$ cat config.mk
export PLATFORM = sky130hd
export DESIGN_NAME = psrl_csr
export DESIGN_NICKNAME = d
export VERILOG_FILES = /design/src/design/psrl_pkg.sv /design/src/design/psrl_csr.sv
export SDC_FILE = /design/constraint.sdc
export NUM_CORES = 1
export LEC_CHECK = 0
export ABC_AREA = 0
export BUFFER_PORTS_ARGS = -buffer_cell sky130_fd_sc_hd__buf_2
export CORE_UTILIZATION = 40
export CTS_BUF_LIST = sky130_fd_sc_hd__clkbuf_4
export DETAILED_ROUTE_END_ITERATION = 10
export HOLD_SLACK_MARGIN = 0.05
export PLACE_DENSITY_LB_ADDON = 0.1
export SLEW_MARGIN = 10
export SYNTH_ARGS = -nofsm -noshare
export SYNTH_HDL_FRONTEND = slang
export SYNTH_SLANG_ARGS = --single-unit
$ cat constraint.sdc
create_clock -name clock -period 2.2 [get_ports clock]
set_clock_uncertainty 0.05 [all_clocks]
set_input_delay 0.11 -clock clock [delete_from_list [all_inputs] [get_ports clock]]
set_output_delay 0.11 -clock clock [all_outputs]
set_load 0.005 [all_outputs]
$ cat src/design/psrl_pkg.sv
// ----------------------------------------------------------------------------
// psrl_pkg
// Shared types and constants of the per-source connection rate limiter.
// ----------------------------------------------------------------------------
package psrl_pkg;

   localparam int TABLE_ENTRIES = 64;
   localparam int IDX_W         = $clog2(TABLE_ENTRIES);

   localparam int CSR_ADDR_W = 4;
   localparam int CSR_DATA_W = 32;

   // register indexes (byte address bits 3:2)
   localparam logic [1:0] REG_RATE_LIMIT = 2'd0;
   localparam logic [1:0] REG_WINDOW_MS  = 2'd1;
   localparam logic [1:0] REG_IDLE_MS    = 2'd2;

   localparam logic [15:0] RATE_LIMIT_RST = 16'd10;
   localparam logic [15:0] WINDOW_MS_RST  = 16'd1000;
   localparam logic [23:0] IDLE_MS_RST    = 24'd60000;

   localparam logic [1:0] VERDICT_ALLOWED = 2'd0;
   localparam logic [1:0] VERDICT_LIMITED = 2'd1;
   localparam logic [1:0] VERDICT_FULL    = 2'd2;

   typedef struct packed {
      logic        is_ipv6;
      logic [63:0] addr_high;
      logic [63:0] addr_low;
      logic [31:0] now_ms;
   } req_type;

   typedef struct packed {
      logic [1:0]  verdict;
      logic [15:0] source_count;
      logic [31:0] rejected_total;
   } rsp_type;

   typedef struct packed {
      logic [15:0] rate_limit;
      logic [15:0] window_ms;
      logic [23:0] idle_ms;
   } cfg_type;

   typedef struct packed {
      logic        family;
      logic [63:0] addr_high;
      logic [63:0] addr_low;
      logic [31:0] start;
      logic [15:0] count;
   } entry_type;

   typedef struct packed {
      logic load;
      logic issue;
      logic decide;
      logic update;
   } cmd_type;

   typedef struct packed {
      logic last_issue;
   } status_type;

endpackage

$ cat src/design/psrl_csr.sv
// ----------------------------------------------------------------------------
// psrl_csr
// Configuration register file behind the APB-style port.
// ----------------------------------------------------------------------------
module psrl_csr (
   input  logic                             clock,
   input  logic                             reset,
   input  logic                             psel,
   input  logic                             penable,
   input  logic                             pwrite,
   input  logic [psrl_pkg::CSR_ADDR_W-1:0]  paddr,
   input  logic [psrl_pkg::CSR_DATA_W-1:0]  pwdata,
   output logic [psrl_pkg::CSR_DATA_W-1:0]  prdata,
   output logic                             pready,
   output psrl_pkg::cfg_type                cfg
);

   psrl_pkg::cfg_type cfg_ff, cfg_in;
   logic              wr_en;
   logic [1:0]        reg_idx;

   assign pready  = 1'b1;
   assign wr_en   = psel & penable & pwrite & pready;
   assign reg_idx = paddr[3:2];
   assign cfg     = cfg_ff;

   always_comb begin
      cfg_in = cfg_ff;
      if (wr_en) begin
         case (reg_idx)
            psrl_pkg::REG_RATE_LIMIT: cfg_in.rate_limit = pwdata[15:0];
            psrl_pkg::REG_WINDOW_MS:  cfg_in.window_ms  = pwdata[15:0];
            psrl_pkg::REG_IDLE_MS:    cfg_in.idle_ms    = pwdata[23:0];
            default:                  cfg_in = cfg_ff;
         endcase
      end
   end

   always_ff @(posedge clock) begin
      if (reset) begin
         cfg_ff.rate_limit <= psrl_pkg::RATE_LIMIT_RST;
         cfg_ff.window_ms  <= psrl_pkg::WINDOW_MS_RST;
         cfg_ff.idle_ms    <= psrl_pkg::IDLE_MS_RST;
      end else begin
         cfg_ff <= cfg_in;
      end
   end

   always_comb begin
      case (reg_idx)
         psrl_pkg::REG_RATE_LIMIT: prdata = {16'd0, cfg_ff.rate_limit};
         psrl_pkg::REG_WINDOW_MS:  prdata = {16'd0, cfg_ff.window_ms};
         psrl_pkg::REG_IDLE_MS:    prdata = {8'd0, cfg_ff.idle_ms};
         default:                  prdata = '0;
      endcase
   end

endmodule

==> reports/metrics.yaml <==
syn_area_per_cell_um2: 9.29
synth_warnings: 0
violations: "DRC"
core_mm2: 0.00676
ys_seq_area_frac: 0.401
synth-simple-area-share: 0.242
seqCellArea_mm2: 0.00112
period_share: 0.633
drt_first_pass_iters: 7
hold_path_class: "in -> reg"
critPathArrivalTime_ps: 1230
path_clk_slew_ps: 160
grt_usage: 0.177
post_drt_wl_per_cell_um: 13.0
first_iter_violations: 82
die_height_um: 85.6
grt_pass1_vias: 2050
cellLeakagePower_nw: 1.77
hold_slack_ps: 159
synth_compound_area_frac: 0.0286
dpl.hpwl_um: 4530
syn-instance-count: 301
numCtsBuffers: 5
crit_path_end_kind: "output port"
grt-ovfl-total: 0
multi_input_area_mm2: 0.00152
crit_path_start_kind: "input pin"
grt_first_pass_wirelength_um: 10100
drc: 1
syn_to_final_growth_pct: 32.8
hold_buffers: 25
cts_root_buf: "clkbuf_4"
die-area_mm2: 0.00733
cap_violations: 0
rows: 30
synth_area_mm2: 0.00280
vias: 2395
largest_reg_flops: 56
initial_core_util: 0.414
diodes: 0
io_pins: 130
reg2reg_from: "cfg[41]"
io_buffers: 110
cp.required_ps: 2040
clock.fmax_mhz: 718
cts_setup_buffers: 0
cts_resized: 0
gp_congestion: 0.715
status: "complete, but fails checks"
synthXorXnorAreaFrac: 0
min_from: "penable"
worstPathMaxFanout: 16
finalHoldViolCount: 0
worstSetupPathType: "in -> out"
fin_nets: 467
crit_start: "paddr[2]"
antenna_found_initial: 0
wl_um: 6610
ys_ff_latch: 56
setup_violations: 0
powerDensity_mw_per_mm2: 498
rsz0062_at_grt: "false"
synth_top_family_by_area: "multiplexers"
muxShareOfSynthArea: 0.258
die_w_um: 85.6
htree_levels: 2
synth_adder_area_share: 0
vias_per_cell: 4.72
layout_min_cycle_time_ps: 1390
fillCellCount: 650
grt_max_degree: 59
clk_path_buf_depth: 2
ir_worst_vdd_mv: 0.243
tightest_slew_ps: 743
ant_nets: 0
tritoncts: "yes"
cts_sinks: 56
layout-drive-gt1-share: 0.307
timing.slew.headroom: 0.503
synth.distinct_cells: 20
final_max_slew_viol_count: 0
finalSetupTns_ps: 0
clock_latency_ps: 380
## Yosys cell counts, drive strengths merged
cell type | n | area [um2]
nor3b | 2 | 20.0
nor3 | 1 | 5.00
nor2 | 26 | 97.6
conb | 2 | 7.51
nand2b | 65 | 407
dfxtp | 56 | 1120
buf | 22 | 151
and2 | 8 | 50.1
nor2b | 1 | 6.26
mux2i | 72 | 721
o21ai | 16 | 80.1
nand2 | 16 | 60.1
or3b | 1 | 8.76
clkbuf | 10 | 37.5
nand3 | 1 | 10.0
or3 | 1 | 6.26
nand4 | 1 | 6.26
## kinds of logic (layout without fill, tap and decap cells)
logic type	count (synthesis)	in the layout
AO/OA/AOI/OAI	16	16
buffers and inverters	32	151
flip-flops	56	56
multiplexers	72	72
other	2	9
AND/OR/NAND/NOR	123	123
## per-layer routing
| metal | global-route usage | vias up | part of all wire |
|---|---|---|---|
| met5 | 0 | - | 0 |
| met1 | 0.226 | 1102 | 0.47 |
| li1 | - | 1214 | - |
| met4 | 0.0409 | 0 | 0.0091 |
| met2 | 0.304 | 75 | 0.47 |
| met3 | 0.0423 | 4 | 0.057 |
## layout make-up
type                    count  share of cell area
clock buffers               6              0.0121
clock inverters             2             0.00944
multi-input cells         220               0.411
flip-flops and latches     56               0.302
well taps                  80              0.0270
repair buffers            143               0.239
## final timing paths
| kind | slack (ps) | cells after the start | endpoint |
|---|---|---|---|
| worst min register to register | 450 | 2 | cfg[22] |
| worst min-delay path | 160 | 4 | cfg[11] |
| worst max register to register | 980 | 3 | cfg[41] |
| worst max-delay path | 810 | 5 | prdata[3] |
## power by group
group | switching [mW] | total (mW) | internal (mW)
sequential | 0.0100 | 1.04 | 1.03
combinational | 0.112 | 0.240 | 0.128
clock | 0.320 | 0.572 | 0.251
## stage by stage
stage	std cells	utilization	setup WS, ps	power (mW)	cell area (um2)
after floorplan	308	-	1120	1.19	2820
after global placement	474	0.500	547	1.27	3380
after detailed placement	474	0.500	515	1.27	3380
after CTS	507	0.549	810	1.87	3710
after global routing	507	0.549	719	1.94	3710
final	507	0.549	807	1.85	3710
## placed cells by master (no fill, tap or decap)
cell	n
and2_1	8
buf_12	2
buf_2	110
buf_4	6
bufinv_16	1
clkbuf_4	6
clkinv_2	1
conb_1	9
dfxtp_1	56
dlygate4sd3_1	25
mux2i_1	72
nand2_1	16
nand2b_1	65
nand3_2	1
nand4_1	1
nor2_1	26
nor2b_2	1
nor3_2	1
nor3b_2	2
o21ai_0	16
or3_1	1
or3b_1	1
## critical path, cell delays in order
cell and delay [ps]:
buf_2 400, buf_4 290, mux2i_1 190, o21ai_0 90
buf_2 150
No activity file was read; power rests on OpenSTA's default activity.
