<file path="config.mk">
export PLATFORM = sky130hd
export DESIGN_NAME = psrl_ctrl
export DESIGN_NICKNAME = d
export VERILOG_FILES = /design/src/design/psrl_pkg.sv /design/src/design/psrl_ctrl.sv
export SDC_FILE = /design/constraint.sdc
export NUM_CORES = 1
export LEC_CHECK = 0
export CORE_AREA = 2 2 39 41
export CTS_BUF_LIST = sky130_fd_sc_hd__clkbuf_4
export CTS_CLUSTER_DIAMETER = 150
export CTS_CLUSTER_SIZE = 30
export DETAILED_ROUTE_END_ITERATION = 7
export DIE_AREA = 0 0 41 43
export DONT_BUFFER_PORTS = 1
export PLACE_DENSITY = 0.31
export SKIP_LAST_GASP = 1
export SLEW_MARGIN = 20
export SYNTH_ARGS = -nofsm -noshare
export SYNTH_HDL_FRONTEND = slang
export SYNTH_SLANG_ARGS = --single-unit
</file>
<file path="constraint.sdc">
create_clock -name clock -period 1.1 [get_ports clock]
set_input_delay 0.11 -clock clock [delete_from_list [all_inputs] [get_ports clock]]
set_output_delay 0.11 -clock clock [all_outputs]
set_load 0.01 [all_outputs]
</file>
<file path="src/design/psrl_pkg.sv">
// ----------------------------------------------------------------------------
// psrl_pkg
// Shared types and constants of the per-source connection rate limiter.
// ----------------------------------------------------------------------------
package psrl_pkg;

   localparam int TABLE_ENTRIES = 64;
   localparam int IDX_W         = $clog2(TABLE_ENTRIES);

   localparam int CSR_ADDR_W = 4;
   localparam int CSR_DATA_W = 32;

   // register indexes (byte address bits 3:2)
   localparam logic [1:0] REG_RATE_LIMIT = 2'd0;
   localparam logic [1:0] REG_WINDOW_MS  = 2'd1;
   localparam logic [1:0] REG_IDLE_MS    = 2'd2;

   localparam logic [15:0] RATE_LIMIT_RST = 16'd10;
   localparam logic [15:0] WINDOW_MS_RST  = 16'd1000;
   localparam logic [23:0] IDLE_MS_RST    = 24'd60000;

   localparam logic [1:0] VERDICT_ALLOWED = 2'd0;
   localparam logic [1:0] VERDICT_LIMITED = 2'd1;
   localparam logic [1:0] VERDICT_FULL    = 2'd2;

   typedef struct packed {
      logic        is_ipv6;
      logic [63:0] addr_high;
      logic [63:0] addr_low;
      logic [31:0] now_ms;
   } req_type;

   typedef struct packed {
      logic [1:0]  verdict;
      logic [15:0] source_count;
      logic [31:0] rejected_total;
   } rsp_type;

   typedef struct packed {
      logic [15:0] rate_limit;
      logic [15:0] window_ms;
      logic [23:0] idle_ms;
   } cfg_type;

   typedef struct packed {
      logic        family;
      logic [63:0] addr_high;
      logic [63:0] addr_low;
      logic [31:0] start;
      logic [15:0] count;
   } entry_type;

   typedef struct packed {
      logic load;
      logic issue;
      logic decide;
      logic update;
   } cmd_type;

   typedef struct packed {
      logic last_issue;
   } status_type;

endpackage

</file>
<file path="src/design/psrl_ctrl.sv">
// ----------------------------------------------------------------------------
// psrl_ctrl
// Sequencer: table scan, drain, decision and update of one attempt.
// ----------------------------------------------------------------------------
module psrl_ctrl (
   input  logic                 clock,
   input  logic                 reset,
   input  logic                 start,
   output logic                 busy,
   input  psrl_pkg::status_type status,
   output psrl_pkg::cmd_type    cmd
);

   localparam logic [2:0] ST_IDLE   = 3'd0;
   localparam logic [2:0] ST_SCAN   = 3'd1;
   localparam logic [2:0] ST_DRAIN  = 3'd2;
   localparam logic [2:0] ST_DECIDE = 3'd3;
   localparam logic [2:0] ST_UPDATE = 3'd4;

   logic [2:0] state_ff, state_in;

   assign busy = (state_ff != ST_IDLE);

   always_comb begin
      state_in = state_ff;
      cmd      = '0;
      case (state_ff)
         ST_IDLE: begin
            if (start) begin
               cmd.load = 1'b1;
               state_in = ST_SCAN;
            end
         end
         ST_SCAN: begin
            cmd.issue = 1'b1;
            if (status.last_issue) begin
               state_in = ST_DRAIN;
            end
         end
         // last read comes back and is evaluated here
         ST_DRAIN: begin
            state_in = ST_DECIDE;
         end
         ST_DECIDE: begin
            cmd.decide = 1'b1;
            state_in   = ST_UPDATE;
         end
         ST_UPDATE: begin
            cmd.update = 1'b1;
            state_in   = ST_IDLE;
         end
         default: begin
            state_in = ST_IDLE;
         end
      endcase
   end

   always_ff @(posedge clock) begin
      if (reset) begin
         state_ff <= ST_IDLE;
      end else begin
         state_ff <= state_in;
      end
   end

endmodule

</file>
==> summary.md, run 1 <==
| Metric | Value |
|---|---|
| Maximum clock frequency | 847 MHz |
| Largest reg by FF count | state_ff |
| Synth area leaders | dfxtp_1 39%, nor3b_1 9.7%, o311a_2 7.3% |
| CTS max path bufs | 2 |
| Clock-pin slew on the worst setup and hold paths | 30 ps |
| Worst hold slack | 42.1 ps |
| Die H | 43 um |
| Post-route ant nets | 0 |
| Final worst-path cycle share | 107% |
| Fin area | 225 um2 |
| RR Startpoint | state_ff[0] |
| Synth Cell Area | 155 um2 |
| Vias per std cell | 3.68 |
| DRT Pass-1 Iters | 2 |
| Reg power frac | 31.3% |
| Routed len/inst | 8.16 um |
| Register area share after synthesis | 38.7% |
| Required @ worst endpoint | 990 ps |
| Global-route wire length before repair | 414 um |
| Vias in the first global route | 137 |
| Critical Path End | cmd[3] |
| Most used DFF post-synth | dfxtp_1 |
| Clock network power share | 53.0% |
| Top flop regs | state_ff (3) |
| Ant. Diodes | 0 |
| Crit start category | flip-flop |
| Critical path fanouts, max | 5 |
| Pin count of the biggest net entering global routing | 9 |
| Ports | 9 |
| Die W | 41 um |
| Failing checks | setup timing |
| DP Area | 190 um2 |
| Buf+Inv Stages, Crit Path | 0 |
| Cell internal pwr | 0.306 mW |
| Family with the most delay on the worst path | simple AND/OR/NAND/NOR gates |
| Global placement routability congestion | 0.512 |
| Worst min-delay path class | in -> reg |
| Post-CTS Hold Buffers | 0 |
| Initial DRC count | 2 |
| Total Power | 0.390 mW |
| Final Hold Viols | 0 |
| Initial antenna violation count | 0 |
| Crit path kind | reg -> out |
| GRT Total Usage | 3.80% |
| Root Buffer | clkbuf_4 |
| P&R area growth vs syn | 45.2% |
| Worst relative slew slack | 72.3% |
| Sink Count | 3 |
| Final setup violation count | 3 |
| Pwr per Cell Area | 1730 nW/um2 |
| Count leader, synth | dfxtp_1 |
| Mapped Cells | 16 |
| Number of I/O port buffers | 0 |
| Net Sw Power | 0.0832 mW |
| Post-synth EDFFs | 0 |
| Residual DRC | 0 |
| DR vias | 140 |
| Synth Register Bits | 3 |
| Maximum VDD drop | 0.000227 V |
| Tightest Pin Transition | 415 ps |
| Synth cell types | 13 |
| Post-Route Utilization | 16.3% |
| Fill count | 159 |
| Placed cell count | 34 |
| R2R depth | 2 |
| Top post-synthesis cells by count | 3 x dfxtp_1, 2 x nor3b_1 |
| Layout Skew | 1.44 ps |
| Status | finished, violations left |
| TNS Setup | -185 ps |
| Sw frac | 21.4% |
| Num rows | 14 |
| Setup WS pre-CTS | 103 ps |
| Post-detailed-routing wire length | 310 um |
| Synth top area share | 38.7% |
| Setup bufs post-CTS | 0 |
| Number of flip-flops in the largest register | 3 |
| Syn avg cell area | 9.70 um2 |
| Worst Setup End Kind | output pin |
| Synth area leader | dfxtp_1 |
| CP max stage cell | or3_4 |
| Reg-to-Reg End | state_ff[0] |
| Clk_lat worst skew | 220 ps |
| Initial Util | 11.2% |
| Core Region | 1380 um2 |
| CP cell instances | or3_4, nor2_4 |
| Layout cells sized above 1 | 50.0% |
| H-tree levels | 1 |
| RSZ-0062 raised after global routing | true |
| R2R setup slack | 130 ps |
| Die area | 1760 um2 |
| Synth Warn # | 0 |
| Hold path cells | 1 |
| Ys async rst share | 0% |
| TritonCTS clock tree | built |
| Syn_nets | 20 |
| Crit path largest cell delay | 410 ps |
| Worst path depth | 2 |
| Final setup margin | -81.0 ps |
| Crit path from | state_ff[0] |
| CTS buffer count | 3 |
| Non-Filler Instances | 38 |
| Post-layout min period | 1180 ps |
| Remaining Overflow, GRT | 0 |
| Number of max-cap violations | 0 |
| Max-slew violations | 0 |
| Nets | 27 |
| Combinational share of power | 15.7% |
| Data arrival, critical path | 1070 ps |
| Leak pwr | 0.0922 nW |
worst min-delay path by stage:
stage / end / from / slack [ps]
2_1_floorplan: state_ff[0] / start / 260
3_3_place_gp: state_ff[0] / start / 270
3_5_place_dp: state_ff[0] / start / 270
4_1_cts: state_ff[0] / start / 40
5_1_grt: state_ff[0] / start / 40
6_report: state_ff[0] / start / 40
cells in the final DEF (no fill, tap or decap), drive strengths merged, types with 2 or more instances in the layout:
cell type,count
buf,2
nor2,2
dfxtp,3
nor3b,2
clkbuf,4
cells by family (layout without fill, tap and decap cells):
logic type             after synthesis  in the layout  synth area share (%)
AO/OA/AOI/OAI                        3              3                  15.3
flip-flops                           3              3                  38.7
buffers and inverters                1              7                  2.42
AND/OR/NAND/NOR                      9              9                  43.6
timing repair:
| item | 4_1_cts | 5_1_grt |
|---|---|---|
| pin swaps | 1 | 0 |
| setup endpoints to repair | 3 | 3 |
| gates resized for setup | 1 | 0 |
| cloned | 0 | 0 |
layout make-up:
cell class	instances	area, um2	area share (%)
multi-input combinational	12	96.3	42.8
sequential	3	60.1	26.7
clock buffer	4	30.0	13.3
tap	16	20.0	8.89
timing repair buffer	2	15.0	6.67
inverter	1	3.75	1.67
power groups by stage:
stage                     Sequential [mW]  Clock (mW)  Combinational, mW
final                               0.122       0.207             0.0610
after global routing                0.123       0.223             0.0646
after CTS                           0.122       0.214             0.0622
after detailed placement            0.124           0             0.0582
after global placement              0.124           0             0.0581
after floorplan                     0.127           0             0.0385
metal layers:
metal  share of wire [%]  GRT usage, %  up-vias
met5                   0             0        -
met4                   0          6.00        0
met3                  12          2.09        0
met2                  57          6.25        7
met1                  30          1.59       64
li1                    -             -       69
Power figures use the tool's default switching activity.
==> inputs of run 2 (changes only) <==
CORE_AREA = 8 8 45 47   (was 2 2 39 41)
DIE_AREA = 0 0 53 55   (was 0 0 41 43)
PLACE_DENSITY = 0.3   (was 0.31)
clock period = 1.4 ns   (was 1.1 ns; I/O delays follow)
==> run 2 against run 1 <==
The flow now finishes without violations. Critical endpoint unchanged. Critical path depth did not move. Sequential cell count is the same. Largest cell class unchanged. First-iteration DRC count fell by 50%. Via count shrank 10%.
==> summary.md, run 2 (synthesis gave the netlist of run 1 again) <==
| Metric | Value |
|---|---|
| DP Area | 175 um2 (-7.9%) |
| Final worst-path cycle share | 94.1% |
| Max-slew violations | 0 (unchanged) |
| Crit start category | flip-flop |
| Layout cells sized above 1 | 45.0% (-5.0 points) |
| Maximum clock frequency | 759 MHz |
| Maximum VDD drop | 0.000618 V (+170%) |
| Num rows | 14 (unchanged) |
| Number of I/O port buffers | 0 (unchanged) |
| Total Power | 0.310 mW (-20%) |
| Clock-pin slew on the worst setup and hold paths | 40 ps (about the same) |
| CTS buffer count | 3 (unchanged) |
| Post-layout min period | 1320 ps |
| Largest reg by FF count | state_ff |
| Clk_lat worst skew | 240 ps (+20 ps) |
| Global-route wire length before repair | 496 um (+20%) |
| Core Region | 1380 um2 (unchanged) |
| RSZ-0062 raised after global routing | false |
| Post-route ant nets | 0 (unchanged) |
| Worst Setup End Kind | output pin |
| DR vias | 126 (-10%) |
| Final setup violation count | 0 (-3) |
| Commonest non-fill, non-tap cells in the layout | 4 x clkbuf_4, 3 x dfxtp_1, 2 x nor3b_1 |
| Top flop regs | state_ff (3) |
| Ant. Diodes | 0 (unchanged) |
| Final setup margin | 82.9 ps (+164 ps) |
| Pwr per Cell Area | 1510 nW/um2 (-13%) |
| Critical Path End | cmd[3] |
| Root Buffer | clkbuf_4 |
| Nets | 25 (-7.4%) |
| Footprint of the multi-input gates | 91.3 um2 (-5.2%) |
| Post-detailed-routing wire length | 400 um (+29%) |
| Tightest Pin Transition | 448 ps (+32.6 ps) |
| Initial antenna violation count | 0 (unchanged) |
| DRT Pass-1 Iters | 3 (+1) |
| Initial Util | 11.2% (unchanged) |
| H-tree levels | 1 (unchanged) |
| Final Hold Viols | 0 (unchanged) |
| CP max stage cell | or3_4 |
| RR Startpoint | state_ff[0] |
| Worst relative slew slack | 70.1% (-2.2 points) |
| Pin count of the biggest net entering global routing | 10 (+1) |
| TritonCTS clock tree | built |
| R2R depth | 1 (-1) |
| GRT Total Usage | 2.67% (-1.1 points) |
| Commonest non-fill, non-tap cell in the layout | clkbuf_4 |
| Critical path fanouts, max | 9 (+4) |
| Post-CTS Hold Buffers | 0 (unchanged) |
| Worst hold slack | 62.2 ps (+20.1 ps) |
| Ports | 9 (unchanged) |
| Crit path from | state_ff[0] |
| Data arrival, critical path | 1180 ps (+110 ps) |
| Global placement routability congestion | 0.604 (+18%) |
| Setup WS pre-CTS | 320 ps (+217 ps) |
| Die W | 53 um (+29%) |
| Setup bufs post-CTS | 0 (unchanged) |
| Required @ worst endpoint | 1260 ps (+270 ps) |
| Layout Skew | 3.36 ps (+1.92 ps) |
| Register area | 60.1 um2 (unchanged) |
| P&R area growth vs syn | 32.3% |
| CTS max path bufs | 2 (unchanged) |
| Vias per std cell | 3.50 (-5.0%) |
| Post-Route Utilization | 14.8% (-1.4 points) |
| Fin area | 205 um2 (-8.9%) |
| Residual DRC | 0 (unchanged) |
| Worst min-delay path class | in -> reg |
| Fill count | 160 (+0.63%) |
| PostCTS Resize Cnt | 0 (-1) |
| Placed cell count | 32 (-5.9%) |
| Sink Count | 3 (unchanged) |
| Die H | 55 um (+28%) |
| Die area | 2920 um2 (+65%) |
| Crit path largest cell delay | 440 ps (+30 ps) |
| Number of flip-flops in the largest register | 3 (unchanged) |
| Routed len/inst | 11.1 um (+36%) |
| Number of max-cap violations | 0 (unchanged) |
| Leak pwr | 0.0808 nW (-12%) |
| Non-Filler Instances | 36 (-5.3%) |
| TNS Setup | 0 ps (+185 ps) |
| Remaining Overflow, GRT | 0 (unchanged) |
| Crit path kind | reg -> out |
| Reg-to-Reg End | state_ff[0] |
| Initial DRC count | 1 (-1) |
| Vias in the first global route | 127 (-7.3%) |
| Status | complete, no violations |
| CP cell instances | or3_4, nor2_2 |
| R2R setup slack | 520 ps (+390 ps) |
==> run 2: cell types whose count changed in the layout (fill, tap and decap cells not counted) <==
cell / before / now
buf_4: 2 / 0
nor2_2: 0 / 1
nor2_4: 1 / 0
==> run 2: critical path, delay by kind of cell (launching register included) <==
family / cells / cell delay, ps
AND/OR/NAND/NOR: 2 / 590
flip-flops: 1 / 360
==> run 2: routing by layer <==
layer	routed length [um]	vias up	global-route usage (%)	part of all wire, %
met4	0	0	0	0
met2	172	6	3.52	43
met5	0	-	0	0
li1	-	65	-	-
met1	166	55	2.12	42
met3	61	0	4.55	15
==> run 2: worst min path at each step <==
| stage | start | to | cells after the start |
|---|---|---|---|
| 6_report | start | state_ff[0] | 1 |
| 5_1_grt | start | state_ff[0] | 1 |
| 4_1_cts | start | state_ff[0] | 1 |
| 3_5_place_dp | start | state_ff[0] | 1 |
| 3_3_place_gp | start | state_ff[0] | 1 |
| 2_1_floorplan | start | state_ff[0] | 1 |
==> run 2: cell type report <==
class                   count  share of cell area (%)
clock buffers               4                    14.6
inverters                   1                    1.83
multi-input cells          12                    44.5
flip-flops and latches      3                    29.3
well taps                  16                    9.76
==> run 2: power breakdown <==
group	total [mW]	switching [mW]	internal [mW]	leakage (nW)
clock	0.176	0.0499	0.126	0.0184
combinational	0.0329	0.0163	0.0167	0.0378
sequential	0.101	0.00975	0.0915	0.0246
